===== src/hw/rtl/fsg_pkg.sv =====
// Shared types and constants of the finite-difference stencil entry generator.
package fsg_pkg;

   localparam int NODE_W = 18;
   localparam int IDX_W = 20;
   localparam int VAL_W = 13;
   localparam int SIDE_W = 7;
   localparam int DIM_W = 2;
   localparam int SPC_W = 3;
   localparam int NDIM = 3;
   localparam int CSR_AW = 4;
   localparam int CSR_DW = 32;

   // Upper limits that the species count and the mesh side are clamped to.
   localparam int MAX_SPECIES = 4;
   localparam int MAX_SIDE = 64;

   // The divider retires two quotient bits per cycle.
   localparam int DIV_STEPS = NODE_W / 2;
   localparam int CNT_W = $clog2(DIV_STEPS);

   localparam int QDEPTH = 2;
   localparam int QAW = $clog2(QDEPTH);

   localparam logic [1:0] REG_NODES = 2'd0;
   localparam logic [1:0] REG_DIMS = 2'd1;
   localparam logic [1:0] REG_SPECIES = 2'd2;

   typedef struct packed {
      logic [SIDE_W-1:0] n;
      logic [DIM_W-1:0]  dims;
      logic [SPC_W-1:0]  sp;
   } cfg_type;

   typedef struct packed {
      logic              bad;
      logic [IDX_W-1:0]  node_sp;
      logic [IDX_W-1:0]  ssp1;
      logic [IDX_W-1:0]  ssp2;
      logic [NDIM-1:0]   lo;
      logic [NDIM-1:0]   hi;
      logic [VAL_W-1:0]  coeff;
   } entry_type;

endpackage


===== src/hw/rtl/fdm_stencil_triplet_generator_top.sv =====
// Top level of the finite-difference Laplacian stencil entry generator.
// Throughput: the front end works through one request at a time with a shared divider
// that retires two quotient bits per cycle, while one further request waits in its buffer;
// the back end emits one entry per cycle whenever the result side is not stalling.
// Reset is synchronous and active high; it empties the pipeline and restores n=2,
// one dimension and one species. There is no clearing pass.
module fdm_stencil_triplet_generator_top import fsg_pkg::*; (
   input  logic                     clock,
   input  logic                     reset,
   // Request channel: one mesh node index per request.
   input  logic                     req_valid,
   output logic                     req_ready,
   input  logic [NODE_W-1:0]        req_node_index,
   // Result channel: one sparse-matrix entry per transfer.
   output logic                     rsp_valid,
   input  logic                     rsp_ready,
   output logic [IDX_W-1:0]         rsp_row,
   output logic [IDX_W-1:0]         rsp_column,
   output logic signed [VAL_W-1:0]  rsp_value,
   output logic                     rsp_bad_node,
   output logic                     rsp_last,
   // Configuration port.
   input  logic                     csr_psel,
   input  logic                     csr_penable,
   input  logic                     csr_pwrite,
   input  logic [CSR_AW-1:0]        csr_paddr,
   input  logic [CSR_DW-1:0]        csr_pwdata,
   output logic [CSR_DW-1:0]        csr_prdata,
   output logic                     csr_pready
);

   // The registers keep the bits exactly as written; the clamping to legal
   // ranges is applied only where the values are used.
   logic [SIDE_W-1:0] nodes_ff;
   logic [DIM_W-1:0]  dims_ff;
   logic [SPC_W-1:0]  species_ff;
   logic              csr_write;
   cfg_type           cfg;

   logic              ent_valid;
   logic              ent_ready;
   entry_type         ent;
   logic              head_valid;
   logic              head_ready;
   entry_type         head;

   assign csr_pready = 1'b1;
   assign csr_write = csr_psel && csr_penable && csr_pwrite && csr_pready;

   always_ff @(posedge clock) begin
      if (reset) begin
         nodes_ff <= SIDE_W'(2);
         dims_ff <= DIM_W'(1);
         species_ff <= SPC_W'(1);
      end else if (csr_write) begin
         case (csr_paddr[3:2])
            REG_NODES: nodes_ff <= csr_pwdata[SIDE_W-1:0];
            REG_DIMS: dims_ff <= csr_pwdata[DIM_W-1:0];
            REG_SPECIES: species_ff <= csr_pwdata[SPC_W-1:0];
            default: begin
            end
         endcase
      end
   end

   always_comb begin
      case (csr_paddr[3:2])
         REG_NODES: csr_prdata = {{(CSR_DW-SIDE_W){1'b0}}, nodes_ff};
         REG_DIMS: csr_prdata = {{(CSR_DW-DIM_W){1'b0}}, dims_ff};
         REG_SPECIES: csr_prdata = {{(CSR_DW-SPC_W){1'b0}}, species_ff};
         default: csr_prdata = '0;
      endcase
   end

   // Effective configuration seen by both ends of the pipeline.
   always_comb begin
      if (nodes_ff < SIDE_W'(2)) begin
         cfg.n = SIDE_W'(2);
      end else if (int'(nodes_ff) > MAX_SIDE) begin
         cfg.n = SIDE_W'(MAX_SIDE);
      end else begin
         cfg.n = nodes_ff;
      end

      if (dims_ff == '0) begin
         cfg.dims = DIM_W'(1);
      end else begin
         cfg.dims = dims_ff;
      end

      if (species_ff == '0) begin
         cfg.sp = SPC_W'(1);
      end else if (int'(species_ff) > MAX_SPECIES) begin
         cfg.sp = SPC_W'(MAX_SPECIES);
      end else begin
         cfg.sp = species_ff;
      end
   end

   // The front end splits the node index into coordinates and marks the
   // boundaries; it buffers one further request while it works.
   fsg_front u_front (
      .clock          (clock),
      .reset          (reset),
      .cfg            (cfg),
      .req_valid      (req_valid),
      .req_ready      (req_ready),
      .req_node_index (req_node_index),
      .ent_valid      (ent_valid),
      .ent_ready      (ent_ready),
      .ent            (ent)
   );

   // The queue lets the front end start on the next request while the back
   // end is still emitting entries of the previous one.
   fsg_queue u_queue (
      .clock      (clock),
      .reset      (reset),
      .push_valid (ent_valid),
      .push_ready (ent_ready),
      .push_entry (ent),
      .pop_valid  (head_valid),
      .pop_ready  (head_ready),
      .pop_entry  (head)
   );

   // The back end walks the diagonal block and then the neighbour entries,
   // one entry per cycle while the output is not stalled, into a registered output stage.
   fsg_back u_back (
      .clock        (clock),
      .reset        (reset),
      .cfg          (cfg),
      .ent_valid    (head_valid),
      .ent_ready    (head_ready),
      .ent          (head),
      .rsp_valid    (rsp_valid),
      .rsp_ready    (rsp_ready),
      .rsp_row      (rsp_row),
      .rsp_column   (rsp_column),
      .rsp_value    (rsp_value),
      .rsp_bad_node (rsp_bad_node),
      .rsp_last     (rsp_last)
   );

endmodule


===== src/hw/rtl/fsg_front.sv =====
// Front end: takes a node index, splits it into mesh coordinates and classifies it.
module fsg_front import fsg_pkg::*; (
   input  logic                 clock,
   input  logic                 reset,
   input  cfg_type              cfg,
   input  logic                 req_valid,
   output logic                 req_ready,
   input  logic [NODE_W-1:0]    req_node_index,
   output logic                 ent_valid,
   input  logic                 ent_ready,
   output entry_type            ent
);

   localparam logic [2:0] F_IDLE = 3'd0;
   localparam logic [2:0] F_DIV1 = 3'd1;
   localparam logic [2:0] F_DIV2 = 3'd2;
   localparam logic [2:0] F_CALC = 3'd3;
   localparam logic [2:0] F_PUSH = 3'd4;

   localparam logic [CNT_W-1:0] CNT_LAST = CNT_W'(DIV_STEPS - 1);

   logic [2:0]          state_ff, state_in;
   logic                in_valid_ff, in_valid_in;
   logic [NODE_W-1:0]   in_node_ff;
   logic [NODE_W-1:0]   dvd_ff, dvd_in;
   logic [SIDE_W-1:0]   rem_ff, rem_in;
   logic [CNT_W-1:0]    cnt_ff, cnt_in;
   logic [2*SIDE_W-1:0] nm1sq_ff, nm1sq_in;
   logic [2*SIDE_W-1:0] nn_ff, nn_in;
   logic [SIDE_W+SPC_W-1:0] nsp_ff, nsp_in;
   logic [2*SIDE_W+SPC_W-1:0] nnsp_ff, nnsp_in;
   logic [NODE_W+SPC_W-1:0] node_sp_ff, node_sp_in;
   logic [SIDE_W-1:0]   x_ff, x_in;
   logic [SIDE_W-1:0]   y_ff, y_in;
   logic [NODE_W-1:0]   q1_ff, q1_in;
   logic [NODE_W-1:0]   q2_ff, q2_in;
   entry_type           ent_ff, ent_in;

   logic [SIDE_W:0]     st1, st2;
   logic [NODE_W-1:0]   dvd_step;
   logic [SIDE_W-1:0]   n_m1;
   logic [2*SIDE_W-1:0] neg_sq;
   logic                bad;

   // One restoring division step: quotient bit on top, new remainder below.
   function automatic logic [SIDE_W:0] div_step(input logic [SIDE_W-1:0] r,
                                                input logic b,
                                                input logic [SIDE_W-1:0] d);
      logic [SIDE_W:0] t;
      logic [SIDE_W:0] s;
      begin
         t = {r, b};
         s = t - {1'b0, d};
         if (t >= {1'b0, d}) begin
            div_step = {1'b1, s[SIDE_W-1:0]};
         end else begin
            div_step = {1'b0, t[SIDE_W-1:0]};
         end
      end
   endfunction

   assign req_ready = !in_valid_ff;
   assign ent_valid = (state_ff == F_PUSH);
   assign ent = ent_ff;

   always_comb begin
      st1 = div_step(rem_ff, dvd_ff[NODE_W-1], cfg.n);
      st2 = div_step(st1[SIDE_W-1:0], dvd_ff[NODE_W-2], cfg.n);
      dvd_step = {dvd_ff[NODE_W-3:0], st1[SIDE_W], st2[SIDE_W]};
      n_m1 = cfg.n - SIDE_W'(1);
      neg_sq = (2*SIDE_W)'(0) - nm1sq_ff;

      case (cfg.dims)
         2'd1: bad = (q1_ff != '0);
         2'd2: bad = (q2_ff != '0);
         default: bad = (q2_ff >= {{(NODE_W-SIDE_W){1'b0}}, cfg.n});
      endcase

      state_in = state_ff;
      in_valid_in = in_valid_ff;
      dvd_in = dvd_ff;
      rem_in = rem_ff;
      cnt_in = cnt_ff;
      nm1sq_in = nm1sq_ff;
      nn_in = nn_ff;
      nsp_in = nsp_ff;
      nnsp_in = nnsp_ff;
      node_sp_in = node_sp_ff;
      x_in = x_ff;
      y_in = y_ff;
      q1_in = q1_ff;
      q2_in = q2_ff;
      ent_in = ent_ff;

      if (req_valid && req_ready) begin
         in_valid_in = 1'b1;
      end

      case (state_ff)
         F_IDLE: begin
            if (in_valid_ff) begin
               in_valid_in = 1'b0;
               dvd_in = in_node_ff;
               rem_in = '0;
               cnt_in = '0;
               nm1sq_in = {{SIDE_W{1'b0}}, n_m1} * {{SIDE_W{1'b0}}, n_m1};
               nn_in = {{SIDE_W{1'b0}}, cfg.n} * {{SIDE_W{1'b0}}, cfg.n};
               nsp_in = {{SPC_W{1'b0}}, cfg.n} * {{SIDE_W{1'b0}}, cfg.sp};
               node_sp_in = {{SPC_W{1'b0}}, in_node_ff} * {{NODE_W{1'b0}}, cfg.sp};
               state_in = F_DIV1;
            end
         end
         F_DIV1: begin
            nnsp_in = {{SPC_W{1'b0}}, nn_ff} * {{(2*SIDE_W){1'b0}}, cfg.sp};
            dvd_in = dvd_step;
            rem_in = st2[SIDE_W-1:0];
            cnt_in = cnt_ff + CNT_W'(1);
            if (cnt_ff == CNT_LAST) begin
               x_in = st2[SIDE_W-1:0];
               q1_in = dvd_step;
               rem_in = '0;
               cnt_in = '0;
               state_in = F_DIV2;
            end
         end
         F_DIV2: begin
            dvd_in = dvd_step;
            rem_in = st2[SIDE_W-1:0];
            cnt_in = cnt_ff + CNT_W'(1);
            if (cnt_ff == CNT_LAST) begin
               y_in = st2[SIDE_W-1:0];
               q2_in = dvd_step;
               state_in = F_CALC;
            end
         end
         F_CALC: begin
            ent_in.bad = bad;
            ent_in.node_sp = node_sp_ff[IDX_W-1:0];
            ent_in.ssp1 = {{(IDX_W-SIDE_W-SPC_W){1'b0}}, nsp_ff};
            ent_in.ssp2 = {{(IDX_W-2*SIDE_W-SPC_W){1'b0}}, nnsp_ff};
            ent_in.lo = {q2_ff[SIDE_W-1:0] == '0, y_ff == '0, x_ff == '0};
            ent_in.hi = {q2_ff[SIDE_W-1:0] == n_m1, y_ff == n_m1, x_ff == n_m1};
            ent_in.coeff = neg_sq[VAL_W-1:0];
            state_in = F_PUSH;
         end
         F_PUSH: begin
            if (ent_ready) begin
               state_in = F_IDLE;
            end
         end
         default: begin
            state_in = F_IDLE;
         end
      endcase
   end

   always_ff @(posedge clock) begin
      if (reset) begin
         state_ff <= F_IDLE;
         in_valid_ff <= 1'b0;
      end else begin
         state_ff <= state_in;
         in_valid_ff <= in_valid_in;
      end
   end

   always_ff @(posedge clock) begin
      if (req_valid && req_ready) begin
         in_node_ff <= req_node_index;
      end
      dvd_ff <= dvd_in;
      rem_ff <= rem_in;
      cnt_ff <= cnt_in;
      nm1sq_ff <= nm1sq_in;
      nn_ff <= nn_in;
      nsp_ff <= nsp_in;
      nnsp_ff <= nnsp_in;
      node_sp_ff <= node_sp_in;
      x_ff <= x_in;
      y_ff <= y_in;
      q1_ff <= q1_in;
      q2_ff <= q2_in;
      ent_ff <= ent_in;
   end

endmodule


===== src/hw/rtl/fsg_queue.sv =====
// Short queue of classified node descriptors between the front and back ends.
module fsg_queue import fsg_pkg::*; (
   input  logic      clock,
   input  logic      reset,
   input  logic      push_valid,
   output logic      push_ready,
   input  entry_type push_entry,
   output logic      pop_valid,
   input  logic      pop_ready,
   output entry_type pop_entry
);

   entry_type        mem_ff [QDEPTH];
   logic [QAW-1:0]   wr_ptr_ff;
   logic [QAW-1:0]   rd_ptr_ff;
   logic [QAW:0]     count_ff;
   logic             do_push;
   logic             do_pop;

   assign push_ready = (count_ff != (QAW+1)'(QDEPTH));
   assign pop_valid = (count_ff != '0);
   assign pop_entry = mem_ff[rd_ptr_ff];
   assign do_push = push_valid && push_ready;
   assign do_pop = pop_valid && pop_ready;

   always_ff @(posedge clock) begin
      if (reset) begin
         wr_ptr_ff <= '0;
         rd_ptr_ff <= '0;
         count_ff <= '0;
      end else begin
         if (do_push) begin
            wr_ptr_ff <= wr_ptr_ff + QAW'(1);
         end
         if (do_pop) begin
            rd_ptr_ff <= rd_ptr_ff + QAW'(1);
         end
         if (do_push && !do_pop) begin
            count_ff <= count_ff + (QAW+1)'(1);
         end else if (do_pop && !do_push) begin
            count_ff <= count_ff - (QAW+1)'(1);
         end
      end
   end

   always_ff @(posedge clock) begin
      if (do_push) begin
         mem_ff[wr_ptr_ff] <= push_entry;
      end
   end

endmodule


===== src/hw/rtl/fsg_back.sv =====
// Back end: walks one node descriptor and emits its matrix entries one per cycle when not stalled.
module fsg_back import fsg_pkg::*; (
   input  logic                     clock,
   input  logic                     reset,
   input  cfg_type                  cfg,
   input  logic                     ent_valid,
   output logic                     ent_ready,
   input  entry_type                ent,
   output logic                     rsp_valid,
   input  logic                     rsp_ready,
   output logic [IDX_W-1:0]         rsp_row,
   output logic [IDX_W-1:0]         rsp_column,
   output logic signed [VAL_W-1:0]  rsp_value,
   output logic                     rsp_bad_node,
   output logic                     rsp_last
);

   localparam logic B_DIAG = 1'b0;
   localparam logic B_NEIGH = 1'b1;

   logic                phase_ff, phase_in;
   logic [SPC_W-1:0]    s1_ff, s1_in;
   logic [SPC_W-1:0]    s2_ff, s2_in;
   logic [DIM_W-1:0]    d_ff, d_in;
   logic                side_ff, side_in;
   logic                valid_ff;
   logic [IDX_W-1:0]    row_ff, row_in;
   logic [IDX_W-1:0]    col_ff, col_in;
   logic [VAL_W-1:0]    val_ff, val_in;
   logic                bad_ff, bad_in;
   logic                last_ff, last_in;

   logic                load;
   logic [IDX_W-1:0]    stride;
   logic                lo_sel;
   logic                hi_sel;
   logic                plus;
   logic [IDX_W-1:0]    nb_sp;
   logic [SPC_W-1:0]    sp_m1;
   logic [DIM_W-1:0]    d_last;

   assign load = ent_valid && (!valid_ff || rsp_ready);
   assign ent_ready = load && last_in;

   assign rsp_valid = valid_ff;
   assign rsp_row = row_ff;
   assign rsp_column = col_ff;
   assign rsp_value = val_ff;
   assign rsp_bad_node = bad_ff;
   assign rsp_last = last_ff;

   always_comb begin
      sp_m1 = cfg.sp - SPC_W'(1);
      d_last = cfg.dims - DIM_W'(1);

      case (d_ff)
         2'd0: begin
            stride = {{(IDX_W-SPC_W){1'b0}}, cfg.sp};
            lo_sel = ent.lo[0];
            hi_sel = ent.hi[0];
         end
         2'd1: begin
            stride = ent.ssp1;
            lo_sel = ent.lo[1];
            hi_sel = ent.hi[1];
         end
         default: begin
            stride = ent.ssp2;
            lo_sel = ent.lo[2];
            hi_sel = ent.hi[2];
         end
      endcase

      // A missing neighbour at the boundary is mirrored to the opposite side.
      plus = side_ff ? !hi_sel : lo_sel;
      nb_sp = plus ? (ent.node_sp + stride) : (ent.node_sp - stride);

      phase_in = phase_ff;
      s1_in = s1_ff;
      s2_in = s2_ff;
      d_in = d_ff;
      side_in = side_ff;
      row_in = ent.node_sp + {{(IDX_W-SPC_W){1'b0}}, s1_ff};
      col_in = '0;
      val_in = '0;
      bad_in = 1'b0;
      last_in = 1'b0;

      if (ent.bad) begin
         row_in = '0;
         bad_in = 1'b1;
         last_in = 1'b1;
      end else if (phase_ff == B_DIAG) begin
         col_in = ent.node_sp + {{(IDX_W-SPC_W){1'b0}}, s2_ff};
         if (s2_ff == sp_m1) begin
            s2_in = '0;
            if (s1_ff == sp_m1) begin
               s1_in = '0;
               phase_in = B_NEIGH;
            end else begin
               s1_in = s1_ff + SPC_W'(1);
            end
         end else begin
            s2_in = s2_ff + SPC_W'(1);
         end
      end else begin
         col_in = nb_sp + {{(IDX_W-SPC_W){1'b0}}, s1_ff};
         val_in = ent.coeff;
         last_in = (d_ff == d_last) && side_ff && (s1_ff == sp_m1);
         if (s1_ff == sp_m1) begin
            s1_in = '0;
            if (side_ff) begin
               side_in = 1'b0;
               d_in = d_ff + DIM_W'(1);
            end else begin
               side_in = 1'b1;
            end
         end else begin
            s1_in = s1_ff + SPC_W'(1);
         end
      end

      if (last_in) begin
         phase_in = B_DIAG;
         s1_in = '0;
         s2_in = '0;
         d_in = '0;
         side_in = 1'b0;
      end
   end

   always_ff @(posedge clock) begin
      if (reset) begin
         phase_ff <= B_DIAG;
         s1_ff <= '0;
         s2_ff <= '0;
         d_ff <= '0;
         side_ff <= 1'b0;
         valid_ff <= 1'b0;
      end else begin
         if (load) begin
            phase_ff <= phase_in;
            s1_ff <= s1_in;
            s2_ff <= s2_in;
            d_ff <= d_in;
            side_ff <= side_in;
            valid_ff <= 1'b1;
         end else if (rsp_ready) begin
            valid_ff <= 1'b0;
         end
      end
   end

   always_ff @(posedge clock) begin
      if (load) begin
         row_ff <= row_in;
         col_ff <= col_in;
         val_ff <= val_in;
         bad_ff <= bad_in;
         last_ff <= last_in;
      end
   end

endmodule


===== config.mk =====
export PLATFORM = sky130hd
export DESIGN_NAME = fdm_stencil_triplet_generator_top
export DESIGN_NICKNAME = d
export VERILOG_FILES = /design/src/hw/rtl/fsg_pkg.sv /design/src/hw/rtl/fdm_stencil_triplet_generator_top.sv /design/src/hw/rtl/fsg_front.sv /design/src/hw/rtl/fsg_queue.sv /design/src/hw/rtl/fsg_back.sv
export SDC_FILE = /design/constraint.sdc
export NUM_CORES = 1
export LEC_CHECK = 0
export BUFFER_PORTS_ARGS = -buffer_cell sky130_fd_sc_hd__buf_2
export CORE_MARGIN = 2
export CORE_UTILIZATION = 40
export CTS_CLUSTER_DIAMETER = 80
export DETAILED_ROUTE_END_ITERATION = 8
export GPL_ROUTABILITY_DRIVEN = 0
export HOLD_SLACK_MARGIN = 0.1
export PLACE_DENSITY = 0.57
export SETUP_SLACK_MARGIN = 0.05
export SLEW_MARGIN = 10
export SYNTH_ARGS = -nofsm -noshare
export SYNTH_HDL_FRONTEND = slang
export SYNTH_SLANG_ARGS = --single-unit

===== constraint.sdc =====
create_clock -name clock -period 9.5 [get_ports clock]
set_clock_uncertainty 0.2 [all_clocks]
set_input_delay 0.95 -clock clock [delete_from_list [all_inputs] [get_ports clock]]
set_output_delay 0.95 -clock clock [all_outputs]
set_load 0.03 [all_outputs]

=== After elaboration in Yosys (flattened, before gate mapping) ===
Memories as Yosys holds them, arrays and structs flattened. A register that Yosys moved wholly into a read port is not among the register bits.
Cells that the tools add are included.

* Register bits: 324
* Memory bits (writable): 134
* Bits of input ports: 61
* Output and inout bits: 90
* Word-level logic and storage cells: 212
* Memories: 1

{| class="wikitable"
|+ Memories
! memory !! depth !! width !! rd ports !! clocked after Yosys merged registers in !! wr ports !! RTL line !! RTL
|-
| u_queue.mem_ff || 2 || 67 || 1 || 1 || 1 || fsg_queue.sv:13 || <nowiki>entry_type mem_ff [QDEPTH];</nowiki>
|}

* Add/sub/neg operators: 19
* Multiply operators: 5
* Order comparisons: 6
* Equal/unequal tests: 23
* Multiplexer cells: 66
* Bitwise gates (word level): 1
* Reductions and logical operators: 52

{| class="wikitable"
|+ Operators by type and width
! cell !! count
|-
| adder 20 x 3 -> 20 bit || 3
|-
| 2-to-1 mux 3 bit || 15
|-
| case mux 7 bit (3 select lines) || 2
|-
| 2-to-1 mux 20 bit || 2
|-
| case mux 20 bit (2 select lines) || 1
|-
| case mux 18 bit (2 select lines) || 1
|-
| nonzero test 18 bit || 2
|-
| 2-to-1 mux 7 bit || 4
|-
| 2-to-1 mux 1 bit || 23
|-
| == test 7 bit || 3
|-
| zero test 7 bit || 3
|-
| adder 20 bit || 1
|-
| multiplier 18 x 3 -> 20 bit || 1
|-
| subtractor 20 bit || 1
|-
| greater-or-equal comparator 18 x 7 -> 1 bit || 1
|-
| 2-to-1 mux 18 bit || 1
|-
| AND reduction 2 bit || 9
|-
| multiplier 14 x 3 -> 17 bit || 1
|-
| greater-or-equal comparator 8 x 7 -> 1 bit || 2
|-
| 2-to-1 mux 2 bit || 8
|-
| 2-to-1 mux 8 bit || 2
|-
| case mux 3 bit (5 select lines) || 1
|-
| multiplier 7 x 7 -> 14 bit || 1
|-
| nonzero test 2 bit || 7
|-
| other kinds (38) || 77
|}

=== Logic depth before layout (Yosys ltp) ===
* Word-level depth: 13
* Gate-level depth with buffers: 27

=== Modules after synthesis ===
From an unflattened synthesis, not the netlist that was laid out.

* Cells, all modules: 2260
* Area total of the unflattened synthesis: 27371.3 µm²

{| class="wikitable"
|+ By module, submodules not included
! module !! times used !! cells each !! area an instance (µm²) !! sequential area each (µm²)
|-
| fsg_front || 1 || 1232 || 14626.5 || 7136.8
|-
| fsg_queue || 1 || 273 || 5990.7 || 4904.7
|-
| fsg_back || 1 || 643 || 5818.1 || 1871.8
|-
| fdm_stencil_triplet_generator_top || 1 || 112 || 935.9 || 240.2
|}

=== Worst setup path after synthesis ===
No wires, ideal clock.

* Path type: reg2reg
* Start: register nodes_ff[2]
* End: register u_front.nm1sq_ff[12] (data pin)
* Library setup time: 0.259 ns
* Arrival time: 6.123 ns
* Slack: 2.918 ns
* Cell stages (with the launch flop): 27
* Path buffers: 1
* Period minus slack after synthesis: 6.582 ns
* Path through: dfxtp_1 clkbuf_1 or4_1 a21oi_1 inv_1 ha_1 nand3_1 xnor2_1 inv_1 nand2_1 fa_1 fa_1 inv_1 fa_1 inv_1 fa_1 inv_1 ha_1 inv_1 o21bai_1 a21oi_1 nor2b_1 o21a_1 o21ai_0 nand2b_1 a21oi_1 xnor2_1

* Word-level cells in the longest chain between the ends: 5
* Elaborated cells on any way between the ends: 6
* Classes of those cells: add/sub: 1; mul: 1; order compare: 2; mux: 2

{| class="wikitable"
|+ Ends and longest elaborated chain
! item !! RTL line !! RTL
|-
| from (decl) || fdm_stencil_triplet_generator_top.sv:34 || <nowiki>logic [SIDE_W-1:0] nodes_ff;</nowiki>
|-
| from (signal assigned) || fdm_stencil_triplet_generator_top.sv:57 || <nowiki>REG_NODES: nodes_ff <= csr_pwdata[SIDE_W-1:0];</nowiki>
|-
| greater-than comparator 7 bit || fdm_stencil_triplet_generator_top.sv:79 || <nowiki>end else if (int'(nodes_ff) > MAX_SIDE) begin</nowiki>
|-
| 2-to-1 mux 7 bit || fdm_stencil_triplet_generator_top.sv:79 ||
|-
| 2-to-1 mux 7 bit * || fdm_stencil_triplet_generator_top.sv:77 || <nowiki>if (nodes_ff < SIDE_W'(2)) begin</nowiki>
|-
| subtractor 7 x 1 -> 7 bit * || fsg_front.sv:70 || <nowiki>n_m1 = cfg.n - SIDE_W'(1);</nowiki>
|-
| multiplier 7 x 7 -> 13 bit * || fsg_front.sv:106 || <nowiki>nm1sq_in = {{SIDE_W{1'b0}}, n_m1} * {{SIDE_W{1'b0}}, n_m1};</nowiki>
|-
| to (signal assigned) || fsg_front.sv:174 || <nowiki>nm1sq_ff <= nm1sq_in;</nowiki>
|-
| to (decl) || fsg_front.sv:28 || <nowiki>logic [2*SIDE_W-1:0] nm1sq_ff, nm1sq_in;</nowiki>
|}

Every way passes the cells marked *; elsewhere a longest branch is shown, timed or not.
A chain may end at the register's enable or synchronous reset.

=== Worst setup path after layout ===
* Start: register nodes_ff[2]
* End: register u_front.nm1sq_ff[12] (data pin)

* Word-level cells in the longest chain between the ends: 5
* Elaborated cells on any way between the ends: 6
* Classes of those cells: add/sub: 1; mul: 1; order compare: 2; mux: 2

{| class="wikitable"
|+ Ends and longest elaborated chain
! item !! RTL line !! RTL
|-
| greater-than comparator 7 bit || fdm_stencil_triplet_generator_top.sv:79 ||
|-
| 2-to-1 mux 7 bit || fdm_stencil_triplet_generator_top.sv:79 ||
|-
| 2-to-1 mux 7 bit * || fdm_stencil_triplet_generator_top.sv:77 ||
|-
| subtractor 7 x 1 -> 7 bit * || fsg_front.sv:70 ||
|-
| net u_front.n_m1[0] || fsg_front.sv:41 || <nowiki>logic [SIDE_W-1:0] n_m1;</nowiki>
|-
| multiplier 7 x 7 -> 13 bit * || fsg_front.sv:106 ||
|}

Mark *: on every way through the listed nets, which the timed path passes. The rest lies on a longest branch.

==> key figures <==
Power
  • Worst vdd ir: 0.160 mV
  • Net Switching: 2.62 mW
  • Switching Share: 0.362
  • Power share of the clock group: 0.259
  • Total internal power: 4.62 mW
  • Static Leak: 11.0 nW
  • Power Density: 255 nW/µm²
  • Comb power frac: 0.386
  • Sequential share of power: 0.356

Synthesis
  • Top-area cell type share of the netlist area: 0.498
  • Yosys warning count: 0
  • Post-synth EDFFs: 421
  • Leading area contributor after synthesis: edfxtp_1
  • Synth Cell Area: 25400 µm²
  • Post-synth cell types: 83
  • Sequential fraction of the synthesis area: 0.523
  • Post-Syn Area per Cell: 11.8 µm²
  • Ys flop type: edfxtp_1
  • Synthesized netlist cell count: 2161
  • Top post-synthesis cells by area: edfxtp_1 50%, ha_1 7.3%, fa_1 5.5%, xnor2_1 4.4%, inv_1 2.7%
  • FFs w/ async S/R, synth: 0
  • FF+latch count, synth: 453

Routing
  • WL/cell: 16.2 µm
  • Via/cell ratio: 4.99
  • TritonRoute pass-1 iters: 5
  • Antenna viol nets, final: 0
  • DRC: 0
  • Via Count: 15720
  • Routed wire length: 51.1 mm
  • Initial DRC count: 772

GRT
  • First-pass GRT wire length: 83.7 mm
  • Largest net degree at the start of global routing: 68
  • Global route overflow: 0
  • Vias in the first global route: 16041
  • Initial antenna violation count: 0
  • Global-route total usage across every layer: 0.158

Timing
  • Number of setup violations in the final report: 0
  • Fmax achieved: 134 MHz
  • Final Hold Viols: 0
  • Final worst-path cycle share: 0.785
  • Final min period: 7.46 ns
  • Headroom to the max-slew limit: 0.281
  • RSZ-0062 raised after global routing: no
  • Setup TNS: 0 ns
  • Slew @ Worst Pin: 1.07 ns
  • Final Max Slew Viols: 0

Worst hold path
  • HP Class: flip-flop to flip-flop
  • Hold Path Depth: 0

Place
  • PortBufs: 97
  • DP HPWL: 37.9 mm
  • Placed Cells incl. Taps: 3063

Clocking
  • Clock root buffer: clkbuf_16
  • CTS tree: yes
  • CTS sink cnt: 453
  • CTS Buf Count: 47
  • Setup bufs post-CTS: 0
  • Post-CTS Hold Fix Bufs: 0
  • Post_cts resized: 0
  • Clock H-tree levels: 2
  • Clock latency on the worst-skew pair: 0.58 ns
  • CTS max path bufs: 3
  • Worst-path clk slew: 0.06 ns

Run
  • Max_cap viols: 0

Critical path
  • Worst Path Max Fanout: 19
  • CP Launch Type: flip-flop
  • Arrival time worst endpoint: 7.58 ns
  • Setup CP Type: flip-flop to flip-flop
  • Worst path required time: 9.63 ns
  • Worst Reg-to-Reg Cells: 25
  • Crit end category: flip-flop

Floorplanning
  • Top Ports: 151
  • Die height: 256 µm
  • Die width: 256 µm
  • Initial Utilization: 0.403
  • Die ar.: 65500 µm²
  • Rows: 92
  • Core Area: 63000 µm²

Layout
  • Fillers: 5790
  • Fraction of layout cells with a size suffix above 1: 0.123
  • Final Non-Filler Cells: 3150
  • Commonest non-fill, non-tap cell in the layout: edfxtp_1
  • Nets: 2545
  • Commonest non-fill, non-tap cells in the layout: 421 x edfxtp_1, 184 x inv_1, 179 x nor2_1
  • Diode count: 0
  • Layout area overhead: 11.7%

Status
  • Status: finished clean
## worst max-delay path, cell delays in order (launching register included)
cell and delay (ns):
dfxtp_1 0.42, or4_1 0.58, o211a_1 0.50, inv_2 0.28, ha_1 0.37, nand3_1 0.14
xnor2_1 0.60, inv_1 0.31, nand2_1 0.20, fa_1 0.45, fa_1 0.54, inv_1 0.05
fa_1 0.53, inv_1 0.05, fa_1 0.52, inv_1 0.05, ha_1 0.33, inv_1 0.06
o21bai_1 0.07, a21oi_1 0.22, nor2b_1 0.07, o21a_1 0.18, o21ai_0 0.15, nand2b_1 0.07
a21oi_1 0.17, xnor2_1 0.09
## layout make-up
class,count,area [µm²],share of cell area
multi-input combinational,1460,11100,0.392
inverter,191,717,0.0253
sequential,453,13300,0.468
clock buffer,55,1260,0.0444
timing repair buffer,113,606,0.0214
tap,846,1060,0.0373
clock inverter,32,319,0.0112
## power by group through the flow
stage / logic (mW) / registers (mW) / clock network [mW]
CTS: 2.81 / 2.58 / 1.93
global route: 3.09 / 2.60 / 2.00
finish: 2.79 / 2.58 / 1.87
global placement: 2.74 / 2.61 / 0
detailed placement: 2.80 / 2.62 / 0
floorplan: 2.03 / 2.82 / 0
## synthesized netlist by cell type, types with 30 or more instances
cell type	instances
xor2_1	47
buf_4	30
fa_1	70
a21oi_1	102
inv_1	184
o21ai_0	54
ha_1	148
nand2_1	172
edfxtp_1	421
nor2_1	179
mux2_2	40
xnor2_1	129
nor3_1	43
and2_1	43
clkbuf_1	40
mux2i_1	57
dfxtp_1	32
nor2b_1	33
## cells by family (layout without fill, tap and decap cells)
| kind of cell | count (synthesis) | count (layout) | synth area share |
|---|---|---|---|
| AO/OA/AOI/OAI | 305 | 305 | 0.0779 |
| XOR/XNOR | 177 | 177 | 0.0613 |
| adder cells (fa/ha/maj) | 218 | 218 | 0.128 |
| buffers and inverters | 281 | 391 | 0.0468 |
| flip-flops | 453 | 453 | 0.523 |
| multiplexers | 100 | 100 | 0.0418 |
| other | 2 | 35 | 0.000296 |
| AND/OR/NAND/NOR | 625 | 625 | 0.121 |
## per-layer routing
layer | routed length (µm) | GRT usage | part of all wire | vias up
li1 | - | - | - | 7775
met1 | 23000 | 0.203 | 0.45 | 7625
met2 | 25000 | 0.271 | 0.49 | 238
met3 | 1700 | 0.0255 | 0.033 | 82
met4 | 1470 | 0.0515 | 0.029 | 0
met5 | 0 | 0 | 0 | -
## flip-flops by register name, summed over array words and instances, names as in the netlist, 4 cells and up, named ones only
name,cells
u_front.node_sp_ff,20
u_back.rsp_value,12
u_front.y_ff,7
u_front.nsp_ff,10
nodes_ff,7
u_front.x_ff,7
u_front.in_node_ff,18
u_front.nn_ff,13
u_back.rsp_column,20
u_front.dvd_ff,18
u_front.nnsp_ff,17
u_front.q2_ff,18
u_front.q1_ff,18
u_front.nm1sq_ff,12
u_front.rem_ff,7
u_front.ent,66
u_queue.mem_ff,132
u_front.cnt_ff,4
u_back.rsp_row,20
## path summary, 6_finish.rpt
kind	start	to	slack [ns]
setup / recovery	nodes_ff[2]$_SDFFE_PP0P_	u_front.nm1sq_ff[12]$_DFFE_PP_	2.04
hold / removal	u_front.nnsp_ff[13]$_DFFE_PP_	u_front.ent[32]$_DFFE_PP_	0.20
setup reg to reg	nodes_ff[2]$_SDFFE_PP0P_	u_front.nm1sq_ff[12]$_DFFE_PP_	2.04
hold reg to reg	u_front.nnsp_ff[13]$_DFFE_PP_	u_front.ent[32]$_DFFE_PP_	0.20
## through the flow
step | hold slack (ns) | utilization | setup slack (ns) | area (µm²) | power [mW]
floorplan | 0.200 | - | 2.92 | 25500 | 4.85
global placement | 0.206 | 0.425 | 2.13 | 26800 | 5.35
detailed placement | 0.205 | 0.425 | 2.07 | 26800 | 5.42
CTS | 0.205 | 0.450 | 2.04 | 28400 | 7.32
global route | 0.208 | 0.450 | 1.46 | 28400 | 7.69
finish | 0.203 | 0.450 | 2.04 | 28400 | 7.24
Power figures use the tool's default switching activity.
